===== src/rtl/brpc_pkg.sv =====
// Shared constants, types and the margin test for the blocked row pair comparator.
package brpc_pkg;

    // Size limits of a row and of the block split
    localparam int MAX_ROW_LENGTH = 8192;
    localparam int MAX_BLOCKS     = 64;

    // Register and field widths
    localparam int ROW_LENGTH_W  = 14;
    localparam int BLOCK_COUNT_W = 7;
    localparam int MARGIN_W      = 16;
    localparam int CFG_DATA_W    = 16;
    localparam int CFG_INDEX_W   = 2;
    localparam int VERDICT_W     = 2;
    localparam int BLOCK_CODE_W  = 7;

    // Register indexes of the configuration port
    localparam logic [CFG_INDEX_W-1:0] CFG_ROW_LENGTH  = 2'd0;
    localparam logic [CFG_INDEX_W-1:0] CFG_BLOCK_COUNT = 2'd1;
    localparam logic [CFG_INDEX_W-1:0] CFG_MARGIN_SQ   = 2'd2;

    // Register reset values
    localparam logic [ROW_LENGTH_W-1:0]  ROW_LENGTH_RESET  = 14'd5000;
    localparam logic [BLOCK_COUNT_W-1:0] BLOCK_COUNT_RESET = 7'd48;
    localparam logic [MARGIN_W-1:0]      MARGIN_SQ_RESET   = 16'd8722;

    // Verdict codes
    localparam logic [VERDICT_W-1:0] VERDICT_UNDECIDED = 2'd0;
    localparam logic [VERDICT_W-1:0] VERDICT_FIRST     = 2'd1;
    localparam logic [VERDICT_W-1:0] VERDICT_SECOND    = 2'd2;

    // Deciding block codes
    localparam logic [BLOCK_CODE_W-1:0] CODE_WHOLE_ROW = 7'd0;
    localparam logic [BLOCK_CODE_W-1:0] CODE_NONE      = 7'd65;

    // Derived widths
    localparam int POS_W      = $clog2(MAX_ROW_LENGTH);
    localparam int TAKEN_W    = $clog2(MAX_ROW_LENGTH + 1);
    localparam int DIFF_W     = TAKEN_W + 1;
    localparam int BIDX_W     = BLOCK_CODE_W;
    localparam int BLOCKS_W   = $clog2(MAX_BLOCKS + 1);
    localparam int END_W      = TAKEN_W + BIDX_W + BLOCKS_W + 2;
    localparam int FRACTION_W = 8;
    localparam int SQ_W       = 2 * TAKEN_W;
    localparam int RHS_W      = MARGIN_W + TAKEN_W;
    localparam int LHS_W      = SQ_W + FRACTION_W;
    localparam int JUDGE_W    = (LHS_W > RHS_W) ? LHS_W : RHS_W;

    localparam logic [BIDX_W-1:0] BIDX_MAX = {BIDX_W{1'b1}};

    // One pending margin test: a difference over a span of columns
    typedef struct packed {
        logic                     valid;
        logic signed [DIFF_W-1:0] diff;
        logic [TAKEN_W-1:0]       span;
        logic [MARGIN_W-1:0]      margin;
    } test_req_t;

    // The same test after the multiplications
    typedef struct packed {
        logic               valid;
        logic               nonzero;
        logic               negative;
        logic [SQ_W-1:0]    square;
        logic [RHS_W-1:0]   bound;
    } test_prod_t;

    // Compare 256*d*d against margin_sq*len and give the direction
    function automatic logic [VERDICT_W-1:0] judge(test_prod_t p);
        logic [JUDGE_W-1:0] lhs;
        logic [JUDGE_W-1:0] rhs;
        lhs = JUDGE_W'(p.square) << FRACTION_W;
        rhs = JUDGE_W'(p.bound);
        if (p.nonzero && (lhs > rhs))
            return p.negative ? VERDICT_SECOND : VERDICT_FIRST;
        return VERDICT_UNDECIDED;
    endfunction

endpackage


===== src/rtl/brpc_channel_if.sv =====
// Valid/ready channels that carry sample words in and result words out.
interface brpc_sample_if;
    logic valid;
    logic ready;
    logic first_row_bit;
    logic second_row_bit;

    modport source (output valid, output first_row_bit, output second_row_bit, input ready);
    modport sink   (input valid, input first_row_bit, input second_row_bit, output ready);
endinterface

interface brpc_result_if;
    logic                              valid;
    logic                              ready;
    logic [brpc_pkg::VERDICT_W-1:0]    verdict;
    logic [brpc_pkg::BLOCK_CODE_W-1:0] deciding_block;

    modport source (output valid, output verdict, output deciding_block, input ready);
    modport sink   (input valid, input verdict, input deciding_block, output ready);
endinterface


===== src/rtl/brpc_judge_stage.sv =====
// Pipeline stage that squares a difference and scales the margin by the span.
module brpc_judge_stage (
    input  logic                 clk,
    input  logic                 rst_n,
    input  logic                 advance,
    input  brpc_pkg::test_req_t  req,
    output brpc_pkg::test_prod_t prod
);
    import brpc_pkg::*;

    logic [DIFF_W-1:0]  mag_full;
    logic [TAKEN_W-1:0] mag;
    test_prod_t         prod_next;
    logic               valid_reg;
    test_prod_t         data_reg;

    // Take the magnitude and form both products
    always_comb
    begin
        mag_full           = req.diff[DIFF_W-1] ? DIFF_W'(-req.diff) : DIFF_W'(req.diff);
        mag                = mag_full[TAKEN_W-1:0];
        prod_next.valid    = req.valid;
        prod_next.nonzero  = (req.diff != '0);
        prod_next.negative = req.diff[DIFF_W-1];
        prod_next.square   = SQ_W'(mag) * SQ_W'(mag);
        prod_next.bound    = RHS_W'(req.margin) * RHS_W'(req.span);
    end

    // Hold the valid flag under reset
    always_ff @(posedge clk or negedge rst_n)
    begin
        if (!rst_n)
            valid_reg <= 1'b0;
        else if (advance)
            valid_reg <= prod_next.valid;
    end

    // Capture the products
    always_ff @(posedge clk)
    begin
        if (advance)
            data_reg <= prod_next;
    end

    always_comb
    begin
        prod       = data_reg;
        prod.valid = valid_reg;
    end

endmodule


===== src/rtl/blocked_row_pair_comparator.sv =====
// Top level of the blocked row pair comparator.
//
// Takes one column word (a bit of each row) per clock and keeps running
// row-sum differences over the whole row and over the current block; block i
// starts at column floor(L*i/B). Block ends are found by comparing
// L*(i+1) with (columns+1)*B, so no divider is needed. Each finished span goes
// through a multiply stage and a compare stage; a row's result word passes
// the pending-test and multiply-stage registers into the output register,
// and further columns keep flowing while it waits. Sustained rate is one
// column per clock; samples.ready drops only when a second row result reaches
// the last stage while the previous one has not yet been taken. Register
// writes apply from the next column taken; margin_sq is captured per column.
module blocked_row_pair_comparator (
    input  logic                                clk,
    input  logic                                rst_n,
    input  logic                                cfg_write,
    input  logic [brpc_pkg::CFG_INDEX_W-1:0]    cfg_index,
    input  logic [brpc_pkg::CFG_DATA_W-1:0]     cfg_data,
    brpc_sample_if.sink                         samples,
    brpc_result_if.source                       result
);
    import brpc_pkg::*;

    // Configuration registers
    logic [ROW_LENGTH_W-1:0]  row_length_reg;
    logic [BLOCK_COUNT_W-1:0] block_count_reg;
    logic [MARGIN_W-1:0]      margin_sq_reg;

    // Row state
    logic [POS_W-1:0]         pos_reg,   pos_next;
    logic signed [DIFF_W-1:0] whole_reg, whole_next;
    logic signed [DIFF_W-1:0] blk_reg,   blk_next;
    logic [POS_W-1:0]         bstart_reg, bstart_next;
    logic [BIDX_W-1:0]        bidx_reg,  bidx_next;

    // Stage one outputs
    logic                     advance;
    logic                     accept;
    logic [31:0]              len32;
    logic [31:0]              blocks32;
    logic [TAKEN_W-1:0]       len_eff;
    logic [BLOCKS_W-1:0]      blocks_eff;
    logic [TAKEN_W-1:0]       taken;
    logic [TAKEN_W-1:0]       span;
    logic [END_W-1:0]         end_scaled;
    logic [END_W-1:0]         taken_scaled;
    logic                     block_done;
    logic                     row_done;
    logic signed [DIFF_W-1:0] whole_sum;
    logic signed [DIFF_W-1:0] blk_sum;
    test_req_t                blk_req_next,  whole_req_next;
    logic                     blk_req_valid_reg, whole_req_valid_reg;
    test_req_t                blk_req_data_reg,  whole_req_data_reg;
    test_req_t                blk_req,           whole_req;
    logic [BIDX_W-1:0]        p_code_reg,    q_code_reg;

    // Stage two outputs
    test_prod_t               blk_prod, whole_prod;

    // Verdict stage
    logic [VERDICT_W-1:0]     blk_verdict, whole_verdict;
    logic [VERDICT_W-1:0]     fb_verdict_reg, fb_verdict_next, fb_verdict_upd;
    logic [BLOCK_CODE_W-1:0]  fb_code_reg,    fb_code_next,    fb_code_upd;
    logic                     load_result;
    logic                     out_valid_reg,   out_valid_next;
    logic [VERDICT_W-1:0]     out_verdict_reg, out_verdict_next;
    logic [BLOCK_CODE_W-1:0]  out_block_reg,   out_block_next;

    // Stall only when a second result would overwrite an untaken one
    assign advance       = !(whole_prod.valid && out_valid_reg && !result.ready);
    assign accept        = samples.valid && advance;
    assign samples.ready = advance;

    // Write configuration registers
    always_ff @(posedge clk or negedge rst_n)
    begin
        if (!rst_n)
        begin
            row_length_reg  <= ROW_LENGTH_RESET;
            block_count_reg <= BLOCK_COUNT_RESET;
            margin_sq_reg   <= MARGIN_SQ_RESET;
        end
        else if (cfg_write)
        begin
            unique case (cfg_index)
                CFG_ROW_LENGTH:  row_length_reg  <= cfg_data[ROW_LENGTH_W-1:0];
                CFG_BLOCK_COUNT: block_count_reg <= cfg_data[BLOCK_COUNT_W-1:0];
                CFG_MARGIN_SQ:   margin_sq_reg   <= cfg_data[MARGIN_W-1:0];
                default:         ;
            endcase
        end
    end

    // Clamp row length and block count
    always_comb
    begin
        len32 = 32'(row_length_reg);
        if (len32 == 32'd0)
            len32 = 32'd1;
        if (len32 > 32'(MAX_ROW_LENGTH))
            len32 = 32'(MAX_ROW_LENGTH);
        blocks32 = 32'(block_count_reg);
        if (blocks32 == 32'd0)
            blocks32 = 32'd1;
        if (blocks32 > len32)
            blocks32 = len32;
        if (blocks32 > 32'(MAX_BLOCKS))
            blocks32 = 32'(MAX_BLOCKS);
        len_eff    = len32[TAKEN_W-1:0];
        blocks_eff = blocks32[BLOCKS_W-1:0];
    end

    // Accumulate the column and find block and row ends
    always_comb
    begin
        whole_sum = whole_reg;
        blk_sum   = blk_reg;
        if (samples.first_row_bit && !samples.second_row_bit)
        begin
            whole_sum = whole_reg + DIFF_W'(1);
            blk_sum   = blk_reg + DIFF_W'(1);
        end
        else if (!samples.first_row_bit && samples.second_row_bit)
        begin
            whole_sum = whole_reg - DIFF_W'(1);
            blk_sum   = blk_reg - DIFF_W'(1);
        end

        taken        = TAKEN_W'(pos_reg) + TAKEN_W'(1);
        span         = (taken > TAKEN_W'(bstart_reg)) ? taken - TAKEN_W'(bstart_reg) : '0;
        end_scaled   = END_W'(len_eff) * (END_W'(bidx_reg) + END_W'(1));
        taken_scaled = (END_W'(taken) + END_W'(1)) * END_W'(blocks_eff);
        block_done   = end_scaled < taken_scaled;
        row_done     = taken >= len_eff;

        blk_req_next.valid    = accept && block_done;
        blk_req_next.diff     = blk_sum;
        blk_req_next.span     = span;
        blk_req_next.margin   = margin_sq_reg;
        whole_req_next.valid  = accept && row_done;
        whole_req_next.diff   = whole_sum;
        whole_req_next.span   = taken;
        whole_req_next.margin = margin_sq_reg;
    end

    // Advance the row state
    always_comb
    begin
        pos_next    = pos_reg;
        whole_next  = whole_reg;
        blk_next    = blk_reg;
        bstart_next = bstart_reg;
        bidx_next   = bidx_reg;
        if (accept)
        begin
            pos_next   = taken[POS_W-1:0];
            whole_next = whole_sum;
            blk_next   = blk_sum;
            if (block_done)
            begin
                blk_next    = '0;
                bstart_next = taken[POS_W-1:0];
                if (bidx_reg != BIDX_MAX)
                    bidx_next = bidx_reg + BIDX_W'(1);
            end
            if (row_done)
            begin
                pos_next    = '0;
                whole_next  = '0;
                blk_next    = '0;
                bstart_next = '0;
                bidx_next   = '0;
            end
        end
    end

    always_ff @(posedge clk or negedge rst_n)
    begin
        if (!rst_n)
        begin
            pos_reg    <= '0;
            whole_reg  <= '0;
            blk_reg    <= '0;
            bstart_reg <= '0;
            bidx_reg   <= '0;
        end
        else
        begin
            pos_reg    <= pos_next;
            whole_reg  <= whole_next;
            blk_reg    <= blk_next;
            bstart_reg <= bstart_next;
            bidx_reg   <= bidx_next;
        end
    end

    // Register the pending tests
    always_ff @(posedge clk or negedge rst_n)
    begin
        if (!rst_n)
        begin
            blk_req_valid_reg   <= 1'b0;
            whole_req_valid_reg <= 1'b0;
        end
        else if (advance)
        begin
            blk_req_valid_reg   <= blk_req_next.valid;
            whole_req_valid_reg <= whole_req_next.valid;
        end
    end

    always_ff @(posedge clk)
    begin
        if (advance)
        begin
            blk_req_data_reg   <= blk_req_next;
            whole_req_data_reg <= whole_req_next;
            p_code_reg         <= bidx_reg + BIDX_W'(1);
            q_code_reg         <= p_code_reg;
        end
    end

    always_comb
    begin
        blk_req         = blk_req_data_reg;
        blk_req.valid   = blk_req_valid_reg;
        whole_req       = whole_req_data_reg;
        whole_req.valid = whole_req_valid_reg;
    end

    // Multiply stages
    brpc_judge_stage u_blk_judge (
        .clk     (clk),
        .rst_n   (rst_n),
        .advance (advance),
        .req     (blk_req),
        .prod    (blk_prod)
    );

    brpc_judge_stage u_whole_judge (
        .clk     (clk),
        .rst_n   (rst_n),
        .advance (advance),
        .req     (whole_req),
        .prod    (whole_prod)
    );

    // Resolve verdicts: a whole-row verdict wins over the earliest deciding block
    always_comb
    begin
        blk_verdict   = blk_prod.valid ? judge(blk_prod) : VERDICT_UNDECIDED;
        whole_verdict = judge(whole_prod);

        fb_verdict_upd = fb_verdict_reg;
        fb_code_upd    = fb_code_reg;
        if ((blk_verdict != VERDICT_UNDECIDED) && (fb_code_reg == CODE_NONE))
        begin
            fb_verdict_upd = blk_verdict;
            fb_code_upd    = q_code_reg;
        end

        load_result = advance && whole_prod.valid;

        priority if (whole_verdict != VERDICT_UNDECIDED)
        begin
            out_verdict_next = whole_verdict;
            out_block_next   = CODE_WHOLE_ROW;
        end
        else if (fb_code_upd != CODE_NONE)
        begin
            out_verdict_next = fb_verdict_upd;
            out_block_next   = fb_code_upd;
        end
        else
        begin
            out_verdict_next = VERDICT_UNDECIDED;
            out_block_next   = CODE_NONE;
        end

        fb_verdict_next = fb_verdict_reg;
        fb_code_next    = fb_code_reg;
        if (load_result)
        begin
            fb_verdict_next = VERDICT_UNDECIDED;
            fb_code_next    = CODE_NONE;
        end
        else if (advance)
        begin
            fb_verdict_next = fb_verdict_upd;
            fb_code_next    = fb_code_upd;
        end

        if (load_result)
            out_valid_next = 1'b1;
        else if (result.ready)
            out_valid_next = 1'b0;
        else
            out_valid_next = out_valid_reg;
    end

    always_ff @(posedge clk or negedge rst_n)
    begin
        if (!rst_n)
        begin
            fb_verdict_reg <= VERDICT_UNDECIDED;
            fb_code_reg    <= CODE_NONE;
            out_valid_reg  <= 1'b0;
        end
        else
        begin
            fb_verdict_reg <= fb_verdict_next;
            fb_code_reg    <= fb_code_next;
            out_valid_reg  <= out_valid_next;
        end
    end

    // Hold the result word
    always_ff @(posedge clk)
    begin
        if (load_result)
        begin
            out_verdict_reg <= out_verdict_next;
            out_block_reg   <= out_block_next;
        end
    end

    assign result.valid          = out_valid_reg;
    assign result.verdict        = out_verdict_reg;
    assign result.deciding_block = out_block_reg;

    // A recorded block always carries a direction
    a_fb_has_direction: assert property (@(posedge clk) disable iff (!rst_n)
        (fb_code_reg != CODE_NONE) |->
            (fb_verdict_reg == VERDICT_FIRST || fb_verdict_reg == VERDICT_SECOND))
        else $error("recorded block without direction");

    // An undecided result names no block
    a_undecided_none: assert property (@(posedge clk) disable iff (!rst_n)
        (out_valid_reg && out_verdict_reg == VERDICT_UNDECIDED) |->
            (out_block_reg == CODE_NONE))
        else $error("undecided result with a block code");

    // Input stalls only behind a waiting result
    a_stall_cause: assert property (@(posedge clk) disable iff (!rst_n)
        !samples.ready |-> (out_valid_reg && whole_prod.valid))
        else $error("input stalled without a waiting result");

    // First block always starts at column zero
    a_first_block_start: assert property (@(posedge clk) disable iff (!rst_n)
        (bidx_reg == '0) |-> (bstart_reg == '0))
        else $error("first block starts past column zero");

endmodule


===== src/flat_wrapper.sv =====
// flat-port wrapper written by rule: the top's interface ports become plain ports
module blocked_row_pair_comparator_flat import brpc_pkg::*;
  (clk, rst_n, cfg_write, cfg_index, cfg_data, samples_valid, samples_first_row_bit, samples_second_row_bit, samples_ready, result_valid, result_verdict, result_deciding_block, result_ready);
  brpc_sample_if samples_i ();
  brpc_result_if result_i ();
  input  logic clk;
  input  logic rst_n;
  input  logic cfg_write;
  input  logic [brpc_pkg::CFG_INDEX_W-1:0] cfg_index;
  input  logic [brpc_pkg::CFG_DATA_W-1:0] cfg_data;
  input wire logic [$bits(samples_i.valid)-1:0] samples_valid;
  input wire logic [$bits(samples_i.first_row_bit)-1:0] samples_first_row_bit;
  input wire logic [$bits(samples_i.second_row_bit)-1:0] samples_second_row_bit;
  output wire logic [$bits(samples_i.ready)-1:0] samples_ready;
  output wire logic [$bits(result_i.valid)-1:0] result_valid;
  output wire logic [$bits(result_i.verdict)-1:0] result_verdict;
  output wire logic [$bits(result_i.deciding_block)-1:0] result_deciding_block;
  input wire logic [$bits(result_i.ready)-1:0] result_ready;
  assign samples_i.valid = samples_valid;
  assign samples_i.first_row_bit = samples_first_row_bit;
  assign samples_i.second_row_bit = samples_second_row_bit;
  assign samples_ready = samples_i.ready;
  assign result_valid = result_i.valid;
  assign result_verdict = result_i.verdict;
  assign result_deciding_block = result_i.deciding_block;
  assign result_i.ready = result_ready;
  blocked_row_pair_comparator u_core (.clk(clk), .rst_n(rst_n), .cfg_write(cfg_write), .cfg_index(cfg_index), .cfg_data(cfg_data), .samples(samples_i), .result(result_i));
endmodule

===== config.mk =====
export PLATFORM = sky130hd
export DESIGN_NAME = blocked_row_pair_comparator_flat
export DESIGN_NICKNAME = d
export VERILOG_FILES = /design/src/rtl/brpc_pkg.sv /design/src/rtl/brpc_channel_if.sv /design/src/rtl/brpc_judge_stage.sv /design/src/rtl/blocked_row_pair_comparator.sv /design/src/flat_wrapper.sv
export SDC_FILE = /design/constraint.sdc
export NUM_CORES = 2
export LEC_CHECK = 0
export BUFFER_PORTS_ARGS = -buffer_cell sky130_fd_sc_hd__buf_2
export CAP_MARGIN = 10
export CORE_MARGIN = 5
export CORE_UTILIZATION = 55
export CTS_BUF_LIST = sky130_fd_sc_hd__clkbuf_16
export CTS_CLUSTER_SIZE = 28
export DETAILED_ROUTE_END_ITERATION = 10
export GPL_TIMING_DRIVEN = 1
export PLACE_DENSITY = 0.73
export SLEW_MARGIN = 20
export SYNTH_ARGS = -nofsm -noshare
export SYNTH_HDL_FRONTEND = slang
export SYNTH_SLANG_ARGS = --single-unit

===== constraint.sdc =====
create_clock -name clk -period 9.6 [get_ports clk]
set_input_delay 1.44 -clock clk [delete_from_list [all_inputs] [get_ports clk]]
set_output_delay 1.44 -clock clk [all_outputs]
set_load 0.005 [all_outputs]

==> results.sh <==
export IMPL_synth_top_family_by_area="adder cells"
export IMPL_finalWirelength_um=112000
export IMPL_maxSlewHeadroom_pct=31.0
export IMPL_grt_start_max_net_pins=87
export IMPL_synth_simple_area_share_pct=14.2
export IMPL_crit_start="u_core.pos_reg[0]$_DFFE_PN0P_"
export IMPL_viasPerCell=5.59
export IMPL_setup_violations=0
export IMPL_synth_area_mux_share_pct=1.17
export IMPL_drive_gt1_share_pct=6.35
export IMPL_cp_start_kind="register"
export IMPL_path_max_fanout=15
export IMPL_cp_data_arrival_time_ns=9.51
export IMPL_avgSynthCellArea_um2=9.61
export IMPL_finalCritPeriodShare_pct=93.7
export IMPL_cp_slowest_cell="dfrtp_1"
export IMPL_critPathMaxStageDelay_ns=0.72
export IMPL_cp_end_kind="register"
export IMPL_die_w_um=304
export IMPL_htreeDepth=2
export IMPL_fmax_mhz=111
export IMPL_area_growth_pct=6.78
export IMPL_clockBufferDepth=3
export IMPL_finish_utilization_pct=59.3
export IMPL_clock_sinks=329
export IMPL_initial_utilization_pct=55.5
export IMPL_status="completed"
export IMPL_layout_min_cycle_time_ns=9.00
export IMPL_synth_adder_area_share_pct=44.2
export IMPL_report_final_slew_viol_count=0
export IMPL_hp_start="u_core.p_code_reg[1]$_DFFE_PN_"
export IMPL_cts_root_buf="clkbuf_16"
export IMPL_gr_total_overflow=0
export IMPL_syn_area_mm2=0.0474
export IMPL_die_h_um=304
export IMPL_crit_type="reg2reg"
export IMPL_seq_area_frac_synth_pct=19.7
export IMPL_wire_per_inst_um=18.2
export IMPL_synth_compound_gate_area_share_pct=8.09
export IMPL_cts_tree="built"
export IMPL_dp_hpwl_um=88400
export IMPL_syn_inst=4933
export IMPL_worst_pin_slew_ns=1.03
export IMPL_synth_edf_count=215
export IMPL_grt_pass1_wl_um=188000
export IMPL_hold_viol=0
export IMPL_ys_ff_latch=329
export IMPL_synth_warnings=0
export IMPL_skew_ns=0.0264
export IMPL_fp_dieArea_mm2=0.0922
export IMPL_grt_total_usage_pct=24.6
export IMPL_place_gp_congestion=0.921
export IMPL_core_mm2=0.0854
export IMPL_antenna_found_initial=4
export IMPL_required_ns=10.12
export IMPL_synthArstFlopShare_pct=34.7
export IMPL_vias=34315
export IMPL_drtAntennaViolNets=0
export IMPL_synthXorXnorAreaFrac_pct=4.45
export IMPL_diodes=0
export IMPL_firstDrtPassIters=8
export IMPL_ys_types=89
export IMPL_cts_hold_buffers=0
export IMPL_clk_pin_slew_worst_paths_ns=0.07
export IMPL_nNetsFinal=6243
export IMPL_cap_violations=0
export IMPL_numCtsBuffers=37
export IMPL_pin_count=36
export IMPL_rr_startpoint="u_core.pos_reg[0]$_DFFE_PN0P_"
export IMPL_hold_path_class="reg2reg"
export IMPL_grt_pass1_vias=36362
export IMPL_rows=107
export IMPL_clk_latency_ns=0.58
export IMPL_ys_flop_type="edfxtp_1"
export IMPL_drc=0
export IMPL_drt_iter0_drc=2093
export IMPL_port_buffers=35
cell usage after synthesis, types with 22 or more instances:
library cell  instances  area share, %
inv_1               862            6.8
fa_1                701             30
nand2_1             567            4.5
ha_1                555             15
nor2_1              350            2.8
edfxtp_1            215             14
and2_1              211            2.8
a21oi_1             164            1.7
clkbuf_1            154            1.2
xnor2_1             152            2.8
dfrtp_1             101            5.3
o21ai_0             101            1.1
xor2_1               86            1.6
a21o_1               71            1.1
nor3_1               49           0.52
nand2b_1             47           0.62
nand3_1              47           0.50
mux2_2               40           0.95
nor2b_1              32           0.42
nand4_1              28           0.37
nor4_1               22           0.29
o21ai_1              22           0.23
o31ai_1              22           0.35
final cells by class:
cell class	instances	area [um^2]
Inverter	873	3280
Tap cell	1144	1430
Clock buffer	38	951
Multi-Input combinational cell	3577	34300
Fill cell	7369	34800
Timing Repair Buffer	144	1000
Clock inverter	30	305
Sequential cell	329	9330
worst paths after layout:
kind                                                          to  cells after the start  slack, ns
setup / recovery                   u_core.blk_reg[5]$_DFFE_PN0P_                     37       0.60
min in group asynchronous          u_core.blk_reg[5]$_DFFE_PN0P_                      1       0.89
setup reg to reg                   u_core.blk_reg[5]$_DFFE_PN0P_                     37       0.60
hold reg to reg                   u_core.q_code_reg[1]$_DFFE_PN_                      0       0.41
max in group asynchronous  u_core.row_length_reg[13]$_DFFE_PN0P_                      2       7.26
hold / removal                    u_core.q_code_reg[1]$_DFFE_PN_                      0       0.41
worst max-delay path: cells and delay by family (launching register included):
family | cells | cell delay [ns]
AND/OR/NAND/NOR | 15 | 2.55
adder cells (fa/ha/maj) | 7 | 2.94
XOR/XNOR | 3 | 0.63
flip-flops | 1 | 0.72
AO/OA/AOI/OAI | 5 | 1.13
buffers and inverters | 7 | 0.93
layout by cell type, fill, tap and decap left out, types with 45 or more instances in the layout:
| master | instances |
|---|---|
| a21o_1 | 71 |
| a21oi_1 | 161 |
| and2_1 | 211 |
| buf_4 | 109 |
| dfrtp_1 | 100 |
| edfxtp_1 | 215 |
| fa_1 | 701 |
| ha_1 | 554 |
| inv_1 | 867 |
| nand2_1 | 565 |
| nand2b_1 | 45 |
| nand3_1 | 47 |
| nor2_1 | 349 |
| nor3_1 | 48 |
| o21ai_0 | 97 |
| xnor2_1 | 152 |
| xor2_1 | 86 |
per-layer routing:
layer  GRT usage [%]  up-vias  part of all wire, %
met5               0        -                0.047
met4            5.96        8                  2.5
met3            3.51      197                  5.6
met2            43.0      974                   50
met1            32.8    17298                   42
li1                -    15838                    -
per-stage QoR:
step	setup TNS [ns]	instances	setup WS [ns]	instance area, um^2	hold WS, ns
floorplan	0	4939	0.361	47400	0.400
global placement	0	6064	0.0772	49300	0.404
detailed placement	-0.0315	6064	-0.0315	49300	0.405
CTS	0	6133	0.0212	50500	0.419
global route	-0.0543	6135	-0.0186	50600	0.436
finish	0	6135	0.604	50600	0.413
kinds of logic after synthesis:
| logic type | Yosys count |
|---|---|
| compound gates | 580 |
| xor+xnor | 239 |
| fa+ha+maj | 1256 |
| buf+inv | 1033 |
| flops | 329 |
| mux | 49 |
| other cells | 2 |
| simple gates | 1445 |
timing repair:
| item | CTS | global route |
|---|---|---|
| endpoints found under the hold margin | 0 | 0 |
| buffers inserted | 1 | 2 |
| gates resized for setup | 0 | 22 |
| endpoints found under the setup margin | 10 | 36 |
| pin swaps | 1 | 7 |
Power is left out: the tool's default activity adds up to more than one toggle a clock period on the data nets, which glitch-free logic cannot reach.
